`config.mk`:
```
export PLATFORM = sky130hd
export DESIGN_NAME = pbwt_long_match_engine
export DESIGN_NICKNAME = d
export VERILOG_FILES = /design/src/plm_pkg.sv /design/src/plm_store.sv /design/src/pbwt_long_match_engine.sv
export SDC_FILE = /design/constraint.sdc
export NUM_CORES = 2
export LEC_CHECK = 0
export ABC_AREA = 1
export BUFFER_PORTS_ARGS = -buffer_cell sky130_fd_sc_hd__buf_2
export CORE_MARGIN = 4
export CORE_UTILIZATION = 40
export DETAILED_ROUTE_END_ITERATION = 8
export PLACE_DENSITY = 0.6
export SLEW_MARGIN = 20
export SYNTH_ARGS = -nofsm -noshare
export SYNTH_HDL_FRONTEND = slang
export SYNTH_HIERARCHICAL = 1
export SYNTH_SLANG_ARGS = --single-unit
```
`constraint.sdc`:
```
create_clock -name clk -period 11.7 [get_ports clk]
set_clock_uncertainty 0.05 [all_clocks]
set_input_delay 2.34 -clock clk [delete_from_list [all_inputs] [get_ports clk]]
set_output_delay 2.34 -clock clk [all_outputs]
set_load 0.03 [all_outputs]
```
`src/plm_pkg.sv`:
```
package plm_pkg;

  // Default geometry of the engine.
  localparam int MAX_HAPS_DEF  = 64;
  localparam int LEN_WIDTH_DEF = 16;

  // Fixed field widths of the ports.
  localparam int MODE_W   = 3;
  localparam int HAP_W    = 6;
  localparam int HCNT_W   = 7;
  localparam int MINLEN_W = 16;
  localparam int SITE_W   = 16;
  localparam int OLEN_W   = 16;
  localparam int CFG_W    = 16;

  // Reset values of the configuration registers.
  localparam logic [HCNT_W-1:0]   HAP_COUNT_RST = 7'd64;
  localparam logic [MINLEN_W-1:0] MIN_LEN_RST   = 16'd16;

  typedef enum logic [MODE_W-1:0] {
    MODE_LOAD        = 3'd0,
    MODE_REPORT_DIFF = 3'd1,
    MODE_ADVANCE     = 3'd2,
    MODE_REPORT_TAIL = 3'd3,
    MODE_RESTART     = 3'd4
  } plm_mode_t;

  // Configuration register indexes.
  localparam logic CFG_HAP_COUNT = 1'b0;
  localparam logic CFG_MIN_LEN   = 1'b1;

  // Write enables from the sequencer to the state memories.
  typedef struct packed {
    logic ord_we;
    logic len_we;
    logic al_we;
  } plm_wen_t;

endpackage

```
`src/plm_store.sv`:
```
module plm_store #(
  parameter int MAX_HAPS  = plm_pkg::MAX_HAPS_DEF,
  parameter int LEN_WIDTH = plm_pkg::LEN_WIDTH_DEF,
  localparam int HW = $clog2(MAX_HAPS)
) (
  input  logic                 clk,
  input  plm_pkg::plm_wen_t    wen,
  input  logic [HW:0]          ord_waddr,
  input  logic [HW-1:0]        ord_wdata,
  input  logic [HW:0]          ord_raddr,
  output logic [HW-1:0]        ord_rdata,
  input  logic [HW-1:0]        len_waddr,
  input  logic [LEN_WIDTH-1:0] len_wdata,
  input  logic [HW-1:0]        hap_raddr,
  output logic [LEN_WIDTH-1:0] len_rdata,
  input  logic [HW-1:0]        al_waddr,
  input  logic                 al_wdata,
  output logic                 al_rdata
);

  // Sort order in two banks: one is current, the other receives the next order.
  logic [HW-1:0]        ord_mem [2**(HW+1)];
  logic [LEN_WIDTH-1:0] len_mem [MAX_HAPS];
  logic                 al_mem  [MAX_HAPS];

  always_ff @(posedge clk) begin
    if (wen.ord_we) begin
      ord_mem[ord_waddr] <= ord_wdata;
    end
    ord_rdata <= ord_mem[ord_raddr];
  end

  always_ff @(posedge clk) begin
    if (wen.len_we) begin
      len_mem[len_waddr] <= len_wdata;
    end
    len_rdata <= len_mem[hap_raddr];
  end

  always_ff @(posedge clk) begin
    if (wen.al_we) begin
      al_mem[al_waddr] <= al_wdata;
    end
    al_rdata <= al_mem[hap_raddr];
  end

endmodule

```
`src/pbwt_long_match_engine.sv`:
```
// Channel  | Ports                                             | Beat taken when
// ---------+---------------------------------------------------+------------------------
// input    | start, busy, in_mode, in_hap_index, in_allele,    | start high, busy low
//          | in_sorted_position                                |
// result   | out_valid, out_site_number, out_hap_low,          | out_valid high (1 cycle)
//          | out_hap_high, out_match_length, out_last          |
// config   | cfg_we, cfg_index, cfg_data                       | cfg_we high
//
// A load or an unused mode does not make the engine busy. An advance makes two walks:
// one walk through the order counts the allele-0 haplotypes, a second walk splits the
// order into the other bank and updates the lengths in place. Each walk moves one entry
// per cycle through the chained reads of the order memory and then the length and allele
// memories.
// A report walks the order onward from the sorted position and gives at most one result
// beat per cycle; the receiver cannot stall, so results are simply presented.
// After reset and after a restart item a clearing pass writes the identity order and
// zero lengths; busy is high during it.
module pbwt_long_match_engine #(
  parameter int MAX_HAPS  = plm_pkg::MAX_HAPS_DEF,
  parameter int LEN_WIDTH = plm_pkg::LEN_WIDTH_DEF
) (
  input  logic                          clk,
  input  logic                          rst_n,
  input  logic                          start,
  output logic                          busy,
  input  logic [plm_pkg::MODE_W-1:0]    in_mode,
  input  logic [plm_pkg::HAP_W-1:0]     in_hap_index,
  input  logic                          in_allele,
  input  logic [plm_pkg::HAP_W-1:0]     in_sorted_position,
  output logic                          out_valid,
  output logic [plm_pkg::SITE_W-1:0]    out_site_number,
  output logic [plm_pkg::HAP_W-1:0]     out_hap_low,
  output logic [plm_pkg::HAP_W-1:0]     out_hap_high,
  output logic [plm_pkg::OLEN_W-1:0]    out_match_length,
  output logic                          out_last,
  input  logic                          cfg_we,
  input  logic                          cfg_index,
  input  logic [plm_pkg::CFG_W-1:0]     cfg_data
);
  import plm_pkg::*;

  localparam int HW   = $clog2(MAX_HAPS);
  localparam int CW   = HW + 1;
  localparam int LW   = LEN_WIDTH;
  localparam int CMPW = (LW > MINLEN_W) ? LW : MINLEN_W;
  localparam logic [LW-1:0] LEN_MAX = {LW{1'b1}};

  typedef enum logic [2:0] {
    ST_IDLE,
    ST_CLEAR,
    ST_COUNT,
    ST_SPLIT,
    ST_REPORT
  } state_t;

  state_t state_r;

  logic [HCNT_W-1:0]   hap_count_r;
  logic [MINLEN_W-1:0] min_len_r;
  logic [SITE_W-1:0]   site_r;
  logic [CW-1:0]       zc_r;
  logic                bank_r;

  // Walker and its two read stages.
  logic [CW-1:0] k_r, kend_r, k1_r, k2_r;
  logic          v1_r, v2_r;
  logic [HW-1:0] h2_r;

  // Advance bookkeeping.
  logic [CW-1:0] cnt_r, z_r, o_r;
  logic          have0_r, have1_r, inf0_r, inf1_r;
  logic [LW-1:0] run0_r, run1_r;

  // Report bookkeeping.
  logic [CW-1:0] pos_r;
  logic          tail_r;
  logic [HW-1:0] a_r;
  logic          a_al_r;
  logic          rinf_r;
  logic [LW-1:0] rrun_r;
  logic          pend_vld_r;
  logic [HW-1:0] pend_lo_r, pend_hi_r;
  logic [OLEN_W-1:0] pend_len_r;

  logic                out_valid_r, out_last_r;
  logic [SITE_W-1:0]   out_site_r;
  logic [HW-1:0]       out_lo_r, out_hi_r;
  logic [OLEN_W-1:0]   out_len_r;

  // Memory interface.
  plm_wen_t      wen;
  logic [HW:0]   ord_waddr, ord_raddr;
  logic [HW-1:0] ord_wdata, ord_rdata;
  logic [HW-1:0] len_waddr;
  logic [LW-1:0] len_wdata, len_rdata;
  logic          al_rdata;

  logic [CW-1:0] n_w;
  logic          walking, issue, done;
  logic          in_split;
  logic [LW-1:0] nl_w;
  logic          len_lt_min;
  logic [LW-1:0] run_new;
  logic [HW-1:0] lo_w, hi_w;
  logic          pos_ok;

  function automatic logic [LW-1:0] nxt_len(input logic [LW-1:0] own, input logic have,
                                             input logic inf, input logic [LW-1:0] run);
    logic [LW-1:0] m;
    begin
      m = (inf || own < run) ? own : run;
      if (!have) begin
        nxt_len = '0;
      end else if (m == LEN_MAX) begin
        nxt_len = LEN_MAX;
      end else begin
        nxt_len = m + 1'b1;
      end
    end
  endfunction

  // Haplotypes in use, clamped to the store size.
  assign n_w = (hap_count_r > HCNT_W'(MAX_HAPS)) ? CW'(MAX_HAPS) : CW'(hap_count_r);

  assign walking = (state_r == ST_COUNT) || (state_r == ST_SPLIT) || (state_r == ST_REPORT);
  assign issue   = walking && (k_r < kend_r);
  assign done    = !issue && !v1_r && !v2_r;
  assign in_split = (state_r == ST_SPLIT) && v2_r && (k2_r < n_w);

  // New length of the entry in stage two, taken against the opposite group's run.
  assign nl_w = al_rdata ? nxt_len(len_rdata, have0_r, inf0_r, run0_r)
                         : nxt_len(len_rdata, have1_r, inf1_r, run1_r);

  assign len_lt_min = CMPW'(len_rdata) < CMPW'(min_len_r);
  assign run_new    = (rinf_r || len_rdata < rrun_r) ? len_rdata : rrun_r;
  assign lo_w       = (a_r < h2_r) ? a_r : h2_r;
  assign hi_w       = (a_r < h2_r) ? h2_r : a_r;
  assign pos_ok     = (n_w >= CW'(2)) && ({1'b0, in_sorted_position} < HCNT_W'(n_w));

  always_comb begin
    wen.al_we  = (state_r == ST_IDLE) && start && (in_mode == MODE_LOAD)
                 && ({1'b0, in_hap_index} < HCNT_W'(MAX_HAPS));
    wen.ord_we = (state_r == ST_CLEAR) || ((state_r == ST_SPLIT) && v2_r);
    wen.len_we = (state_r == ST_CLEAR) || in_split;

    ord_raddr = {bank_r, k_r[HW-1:0]};
    if (state_r == ST_CLEAR) begin
      ord_waddr = {1'b0, k_r[HW-1:0]};
      ord_wdata = k_r[HW-1:0];
      len_waddr = k_r[HW-1:0];
      len_wdata = '0;
    end else begin
      // Entries past the panel keep their place in the new bank.
      if (k2_r < n_w) begin
        ord_waddr = {~bank_r, al_rdata ? o_r[HW-1:0] : z_r[HW-1:0]};
      end else begin
        ord_waddr = {~bank_r, k2_r[HW-1:0]};
      end
      ord_wdata = h2_r;
      len_waddr = h2_r;
      len_wdata = nl_w;
    end
  end

  plm_store #(
    .MAX_HAPS (MAX_HAPS),
    .LEN_WIDTH(LEN_WIDTH)
  ) u_store (
    .clk      (clk),
    .wen      (wen),
    .ord_waddr(ord_waddr),
    .ord_wdata(ord_wdata),
    .ord_raddr(ord_raddr),
    .ord_rdata(ord_rdata),
    .len_waddr(len_waddr),
    .len_wdata(len_wdata),
    .hap_raddr(ord_rdata),
    .len_rdata(len_rdata),
    .al_waddr (in_hap_index[HW-1:0]),
    .al_wdata (in_allele),
    .al_rdata (al_rdata)
  );

  always_ff @(posedge clk) begin
    if (!rst_n) begin
      state_r     <= ST_CLEAR;
      k_r         <= '0;
      kend_r      <= '0;
      v1_r        <= 1'b0;
      v2_r        <= 1'b0;
      bank_r      <= 1'b0;
      site_r      <= '0;
      zc_r        <= '0;
      hap_count_r <= HAP_COUNT_RST;
      min_len_r   <= MIN_LEN_RST;
      pend_vld_r  <= 1'b0;
      out_valid_r <= 1'b0;
    end else begin
      out_valid_r <= 1'b0;

      if (cfg_we) begin
        if (cfg_index == CFG_HAP_COUNT) begin
          hap_count_r <= cfg_data[HCNT_W-1:0];
        end else begin
          min_len_r <= cfg_data[MINLEN_W-1:0];
        end
      end

      // Read pipeline: order entry, then length and allele of that haplotype.
      v1_r <= issue;
      k1_r <= k_r;
      if (issue) begin
        k_r <= k_r + 1'b1;
      end
      v2_r <= v1_r;
      k2_r <= k1_r;
      h2_r <= ord_rdata;

      unique case (state_r)
        ST_IDLE: begin
          if (start) begin
            unique case (in_mode)
              MODE_REPORT_DIFF, MODE_REPORT_TAIL: begin
                if (pos_ok) begin
                  state_r    <= ST_REPORT;
                  k_r        <= CW'(in_sorted_position);
                  pos_r      <= CW'(in_sorted_position);
                  kend_r     <= n_w;
                  tail_r     <= (in_mode == MODE_REPORT_TAIL);
                  rinf_r     <= 1'b1;
                  pend_vld_r <= 1'b0;
                end
              end
              MODE_ADVANCE: begin
                state_r <= ST_COUNT;
                k_r     <= '0;
                kend_r  <= n_w;
                cnt_r   <= '0;
              end
              MODE_RESTART: begin
                state_r <= ST_CLEAR;
                k_r     <= '0;
              end
              default: begin
              end
            endcase
          end
        end

        ST_CLEAR: begin
          k_r <= k_r + 1'b1;
          if (k_r == CW'(MAX_HAPS - 1)) begin
            state_r <= ST_IDLE;
            bank_r  <= 1'b0;
            site_r  <= '0;
            zc_r    <= '0;
          end
        end

        ST_COUNT: begin
          if (v2_r && !al_rdata) begin
            cnt_r <= cnt_r + 1'b1;
          end
          if (done) begin
            zc_r    <= cnt_r;
            state_r <= ST_SPLIT;
            k_r     <= '0;
            kend_r  <= CW'(MAX_HAPS);
            z_r     <= '0;
            o_r     <= cnt_r;
            have0_r <= 1'b0;
            have1_r <= 1'b0;
          end
        end

        ST_SPLIT: begin
          if (in_split) begin
            if (!al_rdata) begin
              z_r     <= z_r + 1'b1;
              have1_r <= 1'b1;
              inf1_r  <= 1'b1;
              if (have0_r && (inf0_r || len_rdata < run0_r)) begin
                run0_r <= len_rdata;
                inf0_r <= 1'b0;
              end
            end else begin
              o_r     <= o_r + 1'b1;
              have0_r <= 1'b1;
              inf0_r  <= 1'b1;
              if (have1_r && (inf1_r || len_rdata < run1_r)) begin
                run1_r <= len_rdata;
                inf1_r <= 1'b0;
              end
            end
          end
          if (done) begin
            bank_r  <= ~bank_r;
            site_r  <= site_r + 1'b1;
            state_r <= ST_IDLE;
          end
        end

        ST_REPORT: begin
          if (v2_r) begin
            if (k2_r == pos_r) begin
              a_r    <= h2_r;
              a_al_r <= al_rdata;
            end else if (len_lt_min) begin
              // The run broke: close the item with whatever is pending.
              state_r <= ST_IDLE;
              v1_r    <= 1'b0;
              v2_r    <= 1'b0;
              if (pend_vld_r) begin
                out_valid_r <= 1'b1;
                out_site_r  <= site_r;
                out_lo_r    <= pend_lo_r;
                out_hi_r    <= pend_hi_r;
                out_len_r   <= pend_len_r;
                out_last_r  <= 1'b1;
                pend_vld_r  <= 1'b0;
              end
            end else begin
              rrun_r <= run_new;
              rinf_r <= 1'b0;
              if (tail_r || (a_al_r != al_rdata)) begin
                // Hold each match back one step so the final one can carry last.
                if (pend_vld_r) begin
                  out_valid_r <= 1'b1;
                  out_site_r  <= site_r;
                  out_lo_r    <= pend_lo_r;
                  out_hi_r    <= pend_hi_r;
                  out_len_r   <= pend_len_r;
                  out_last_r  <= 1'b0;
                end
                pend_vld_r <= 1'b1;
                pend_lo_r  <= lo_w;
                pend_hi_r  <= hi_w;
                pend_len_r <= OLEN_W'(run_new);
              end
            end
          end else if (done) begin
            state_r <= ST_IDLE;
            if (pend_vld_r) begin
              out_valid_r <= 1'b1;
              out_site_r  <= site_r;
              out_lo_r    <= pend_lo_r;
              out_hi_r    <= pend_hi_r;
              out_len_r   <= pend_len_r;
              out_last_r  <= 1'b1;
              pend_vld_r  <= 1'b0;
            end
          end
        end

        default: begin
          state_r <= ST_IDLE;
        end
      endcase
    end
  end

  assign busy             = (state_r != ST_IDLE);
  assign out_valid        = out_valid_r;
  assign out_site_number  = out_site_r;
  assign out_hap_low      = HAP_W'(out_lo_r);
  assign out_hap_high     = HAP_W'(out_hi_r);
  assign out_match_length = out_len_r;
  assign out_last         = out_last_r;

  // zc_r keeps the allele-0 count of the last advance as part of the block state.
  logic zc_unused_w;
  assign zc_unused_w = ^zc_r;

endmodule

```
After elaboration in Yosys (flattened, before gate mapping)

Memories as Yosys holds them, arrays and structs flattened. A register that Yosys moved wholly into a read port is not among the register bits.
Cells that the tools add are included.

Word-level logic and storage cells: 285
Memories kept: 3
RAM bits: 1,856
Flip-flop bits (word level): 242
Input bits: 37

Add/sub/neg operators: 7
Equal/unequal tests: 38
Bitwise logic cells: 5
Order comparisons: 10
Muxes and demuxes: 130
Reduce and logical (&&, ||, !) cells: 55

Memory list:

| name            | words | width | rd ports | clocked after memory_dff | write ports | line            | source |
|---|---|---|---|---|---|---|---|
| u_store.len_mem | 64    | 16    | 1        | 1                        | 1           | plm_store.sv:23 | `logic [LEN_WIDTH-1:0] len_mem [MAX_HAPS];` |
| u_store.ord_mem | 128   | 6     | 1        | 1                        | 1           | plm_store.sv:22 | `logic [HW-1:0] ord_mem [2**(HW+1)];` |
| u_store.al_mem  | 64    | 1     | 1        | 1                        | 1           | plm_store.sv:24 | `logic al_mem [MAX_HAPS];` |

Operators with widths:

| kind                  | count |
|---|---|
| $mux 16               | 23 |
| $mux 7                | 18 |
| $mux 6                | 17 |
| $pmux 7 s2            | 6 |
| $lt 16x16->1          | 4 |
| $mux 1                | 49 |
| $add 16x1->16 const B | 3 |
| $reduce_and 5->1      | 9 |
| $eq 16x16->1 const B  | 2 |
| $pmux 16 s2           | 1 |
| $add 7x1->7 const B   | 4 |
| $mux 3                | 8 |
| $ne 2x2->1 const B    | 11 |
| $pmux 7 s3            | 1 |
| $pmux 3 s5            | 1 |
| $lt 7x7->1            | 2 |
| $reduce_and 7->1      | 2 |
| $eq 3x2->1 const B    | 4 |
| $ne 3x3->1 const B    | 4 |
| $reduce_and 4->1      | 3 |
| $reduce_and 6->1      | 2 |
| $reduce_bool 2->1     | 6 |
| $logic_and 1x1->1     | 11 |
| $ne 2x1->1 const B    | 5 |
| other kinds (23)      | 49 |

Longest topological paths before layout

Word-level depth: 10
Gate-level depth with buffers: 26
Mapped depth without buffers: 24

Modules after synthesis

Netlist, hierarchy kept.

Modules (own cells, without submodules):

| module                 | sequential area each (µm²) | instances | cells an instance | area each (µm²) |
|---|---|---|---|---|
| plm_store              | 56,193.9                   | 1         | 6,282             | 75,742.6 |
| pbwt_long_match_engine | 6,566.3                    | 1         | 1,534             | 13,359.1 |

Worst setup path after synthesis

No wires, ideal clock.

Path kind: flip-flop to flip-flop
Start: reg state_r[0]
End: mem u_store/len_mem[62][0] (netlist name) (enable)
Cell stages (with the launch flop): 8
Period minus slack after synthesis: 8.888 ns
Setup slack: 2.812 ns
Arrival: 8.447 ns
Cell sequence: dfxtp_1 -> inv_1 -> nor3_1 -> buf_4 -> buf_6 -> o21ai_0 -> nand3_1 -> nor2_1

RTL lines:

| item                   | line                          | source |
|---|---|---|
| from (decl)            | pbwt_long_match_engine.sv:56  | `state_t state_r;` |
| from (signal assigned) | pbwt_long_match_engine.sv:186 | `state_r <= ST_CLEAR;` |
| from (signal assigned) | pbwt_long_match_engine.sv:225 | `state_r <= ST_REPORT;` |
| from (signal assigned) | pbwt_long_match_engine.sv:235 | `state_r <= ST_COUNT;` |
| $eq 3x1->1             | pbwt_long_match_engine.sv:147 | `if (state_r == ST_CLEAR) begin` |
| $mux 6                 | pbwt_long_match_engine.sv:147 |  |
| named net len_waddr[3] | pbwt_long_match_engine.sv:94  | `logic [HW-1:0] len_waddr;` |
| to (decl)              | plm_store.sv:23               |  |

The timed path passes the listed nets, and every way through them passes these cells.

Final worst setup path

Start: reg hap_count_r[2]
End: mem u_store/ord_mem[111][0] (netlist name) (enable)

Cells in the longest elaborated chain, start to end: 5

RTL lines:

| item                   | line                          | source |
|---|---|---|
| from (decl)            | pbwt_long_match_engine.sv:58  | `logic [HCNT_W-1:0] hap_count_r;` |
| from (signal assigned) | pbwt_long_match_engine.sv:203 | `hap_count_r <= cfg_data[HCNT_W-1:0];` |
| $gt 7x7->1             | pbwt_long_match_engine.sv:123 | `assign n_w = (hap_count_r > HCNT_W'(MAX_HAPS)) ? CW'(MAX_HAPS) : CW'(hap_count_r);` |
| $mux 7 *               | pbwt_long_match_engine.sv:123 |  |
| $lt 7x7->1 *           | pbwt_long_match_engine.sv:154 | `if (k2_r < n_w) begin` |
| $mux 6 *               | pbwt_long_match_engine.sv:154 |  |
| $mux 7 *               | pbwt_long_match_engine.sv:147 |  |
| named net ord_waddr[2] | pbwt_long_match_engine.sv:92  | `logic [HW:0] ord_waddr, ord_raddr;` |
| to (decl)              | plm_store.sv:22               |  |

Mark *: on every way through the listed nets, which the timed path passes. The rest lies on a longest branch.

==> results.cfg <==
[layout]
top_regs = u_store/len_mem x1024, u_store/ord_mem x768, u_store/al_mem x64
fin_area_sq_um = 99500
syn2layout_area_growth_pct = 11.7
diodes = 0
final_cell_mix = edfxtp_1, nand2_1, nand3_1
nNetsFinal = 7948
largest_reg_flops = 1024
instances_no_fill = 11000
drive_gt1_share_pct = 8.00
layout_commonest_cell = edfxtp_1
largest_register = u_store/len_mem
fillers = 20000

[critical_path]
start_kind = flip-flop
cp-end-kind = flip-flop
worstReg2RegStart = hap_count_r[2]
cp_max_fo = 14
cp_data_arrival_time_ns = 5.84
ff2ff_path_depth = 16
reg2reg_slack_ns = 6.31
critPathRequiredTime_ns = 12.15
critPathLaunch = hap_count_r[2]
worst-setup-path-type = reg2reg

[floorplanning]
ios = 84
start_util_pct = 40.4
die_x_um = 480
die_height_um = 480
die_area_sq_um = 230000
core_area_sq_um = 221000
num_rows = 172

[synth]
netlist_top_cells_area = edfxtp_1, nand2_1, nand3_1, nor2_1, o21ai_0
synth_fp_nets = 7942
postSynthAreaPerCell_sq_um = 11.4
yosysTopAreaCell = edfxtp_1
synth_seq_area_share_pct = 70.4
synth.top_cell.area_share_pct = 68.5
synth.distinct_cells = 53
ys_warn_count = 6
netlist_area_sq_um = 89100
syn_inst = 7816
synth-seq-cells = 2118

[place]
dp_cells = 10600
gp_congestion = 0.878
dp_hpwl_mm = 134
portBuffers = 83
dpl_cell_area_sq_um = 92400

[cts]
worstSkewPairLatency_ns = 0.88
tritoncts = built
cts_buffer_depth = 3
htree_levels = 4
cts_setup_buffers = 0
clockRootBuffer = clkbuf_16
cts_resized = 0
clock-sinks = 2118
cts_hold_buf = 0
clkTransAtPathRegs_ns = 0.06
cts_buffers = 216

[sta]
post-route-period-util_pct = 46.1
whs_ns = 0.314
hold_viol = 0
fin_setup_tns_ns = 0
worstMarginPinSlew_ns = 1.10
slew_headroom_pct = 26.9
rsz0062_at_grt = no
fin_crit_ns = 5.39
final_max_slew_viol_count = 0
setup_violations = 0
clock.fmax_mhz = 186

[global_route]
first_global_vias = 56600
grt_pass1_wl_mm = 353
overflow = 0
grt_start_max_net_pins = 192
antenna_found_initial = 4
grt.total_usage_pct = 19.9

[route]
viasPerCell = 5.47
firstDrtPassIters = 6
routed_wl_mm = 236
wl_per_cell_um = 21.5
first_iter_violations = 6859
vias = 60000
drc = 0
detail-route-antenna-nets = 0

[hold_path]
hold_depth = 0
min_path_type = reg2reg
worstHoldStart = k1_r[0]

[run]
drv_cap = 0

[pwr]
p_per_area_nw_per_um2 = 187
p_leak_nw = 34.5
vdd_drop_max_mv = 0.173

[status]
status = completed
## logic make-up after synthesis
| kind of cell | synth area share, % |
|---|---|
| AND/OR/NAND/NOR | 17.8 |
| flip-flops | 70.4 |
| AO/OA/AOI/OAI | 6.48 |
| buffers and inverters | 3.74 |
| adder cells (fa/ha/maj) | 1.25 |
| XOR/XNOR | 0.275 |
## metal layers
layer / up-vias / global-route usage [%] / part of all wire (%)
met1: 29400 / 28.9 / 44
met5: - / 0 / 0
li1: 27700 / - / -
met4: 0 / 6.49 / 3.0
met2: 2512 / 30.7 / 45
met3: 416 / 3.18 / 8.2
## worst paths after layout
check | end
max reg2reg | u_store/ord_mem[111][0]
min | k2_r[0]
max | u_store/ord_mem[111][0]
min reg2reg | k2_r[0]
## critical path, cell delays in order (launching register included)
cell and delay (ns):
dfxtp_1 0.35, nor2_1 0.12, nand3_1 0.10, o21ai_0 0.25
nand2_1 0.17, ha_1 0.33, a21oi_1 0.18, nor2_1 0.05
a211oi_1 0.17, nand2_1 0.13, inv_1 0.24, o21ai_0 0.11
o21ai_0 0.77, inv_1 0.36, nor3_1 0.32, nand2_1 0.65
nor2_1 0.67
## through the flow
step | power [W] | util [%] | worst slack, ns
floorplan | 0.0108 | - | 2.81
global placement | 0.0118 | 41.9 | 6.59
detailed placement | 0.0118 | 41.9 | 6.44
CTS | 0.0187 | 45.1 | 6.46
global route | 0.0194 | 45.1 | 5.80
finish | 0.0186 | 45.1 | 6.31
## layout make-up
type / instances / area (sq um) / area share, %
clock buffers: 261 / 5620 / 5.64
flip-flops and latches: 2118 / 62800 / 63.1
well taps: 2958 / 3700 / 3.72
inverters: 263 / 1020 / 1.02
multi-input cells: 4985 / 23300 / 23.4
repair buffers: 238 / 1670 / 1.68
clock inverters: 135 / 1470 / 1.47
## report_power, final
group          internal [W]  switching (W)  total [W]
clock network       0.00392        0.00293    0.00685
logic              0.000865        0.00235    0.00321
registers           0.00835       0.000159    0.00851
total                0.0131        0.00544     0.0186
## Yosys cell counts, drive strengths merged
library cell and instances:
o211a 1, a221oi 1, a31oi 2, and3 1, o22ai 259, dfxtp 84, xnor2 6, buf 275
o221ai 1, clkinv 7, o21ai 628, nand4 43, a21boi 2, a211oi 6, a21oi 133, nor4 11
o21bai 2, xor2 22, inv 256, edfxtp 2034, o21a 6, ha 89, nand3b 2, o31ai 2
o211ai 15, and2 1, or2 2, a2111oi 1, nand3 958, nor3b 2, nor2 904, o221a 1
clkbuf 175, nor3 27, nand2 1857
No activity file was read; power rests on OpenSTA's default activity.
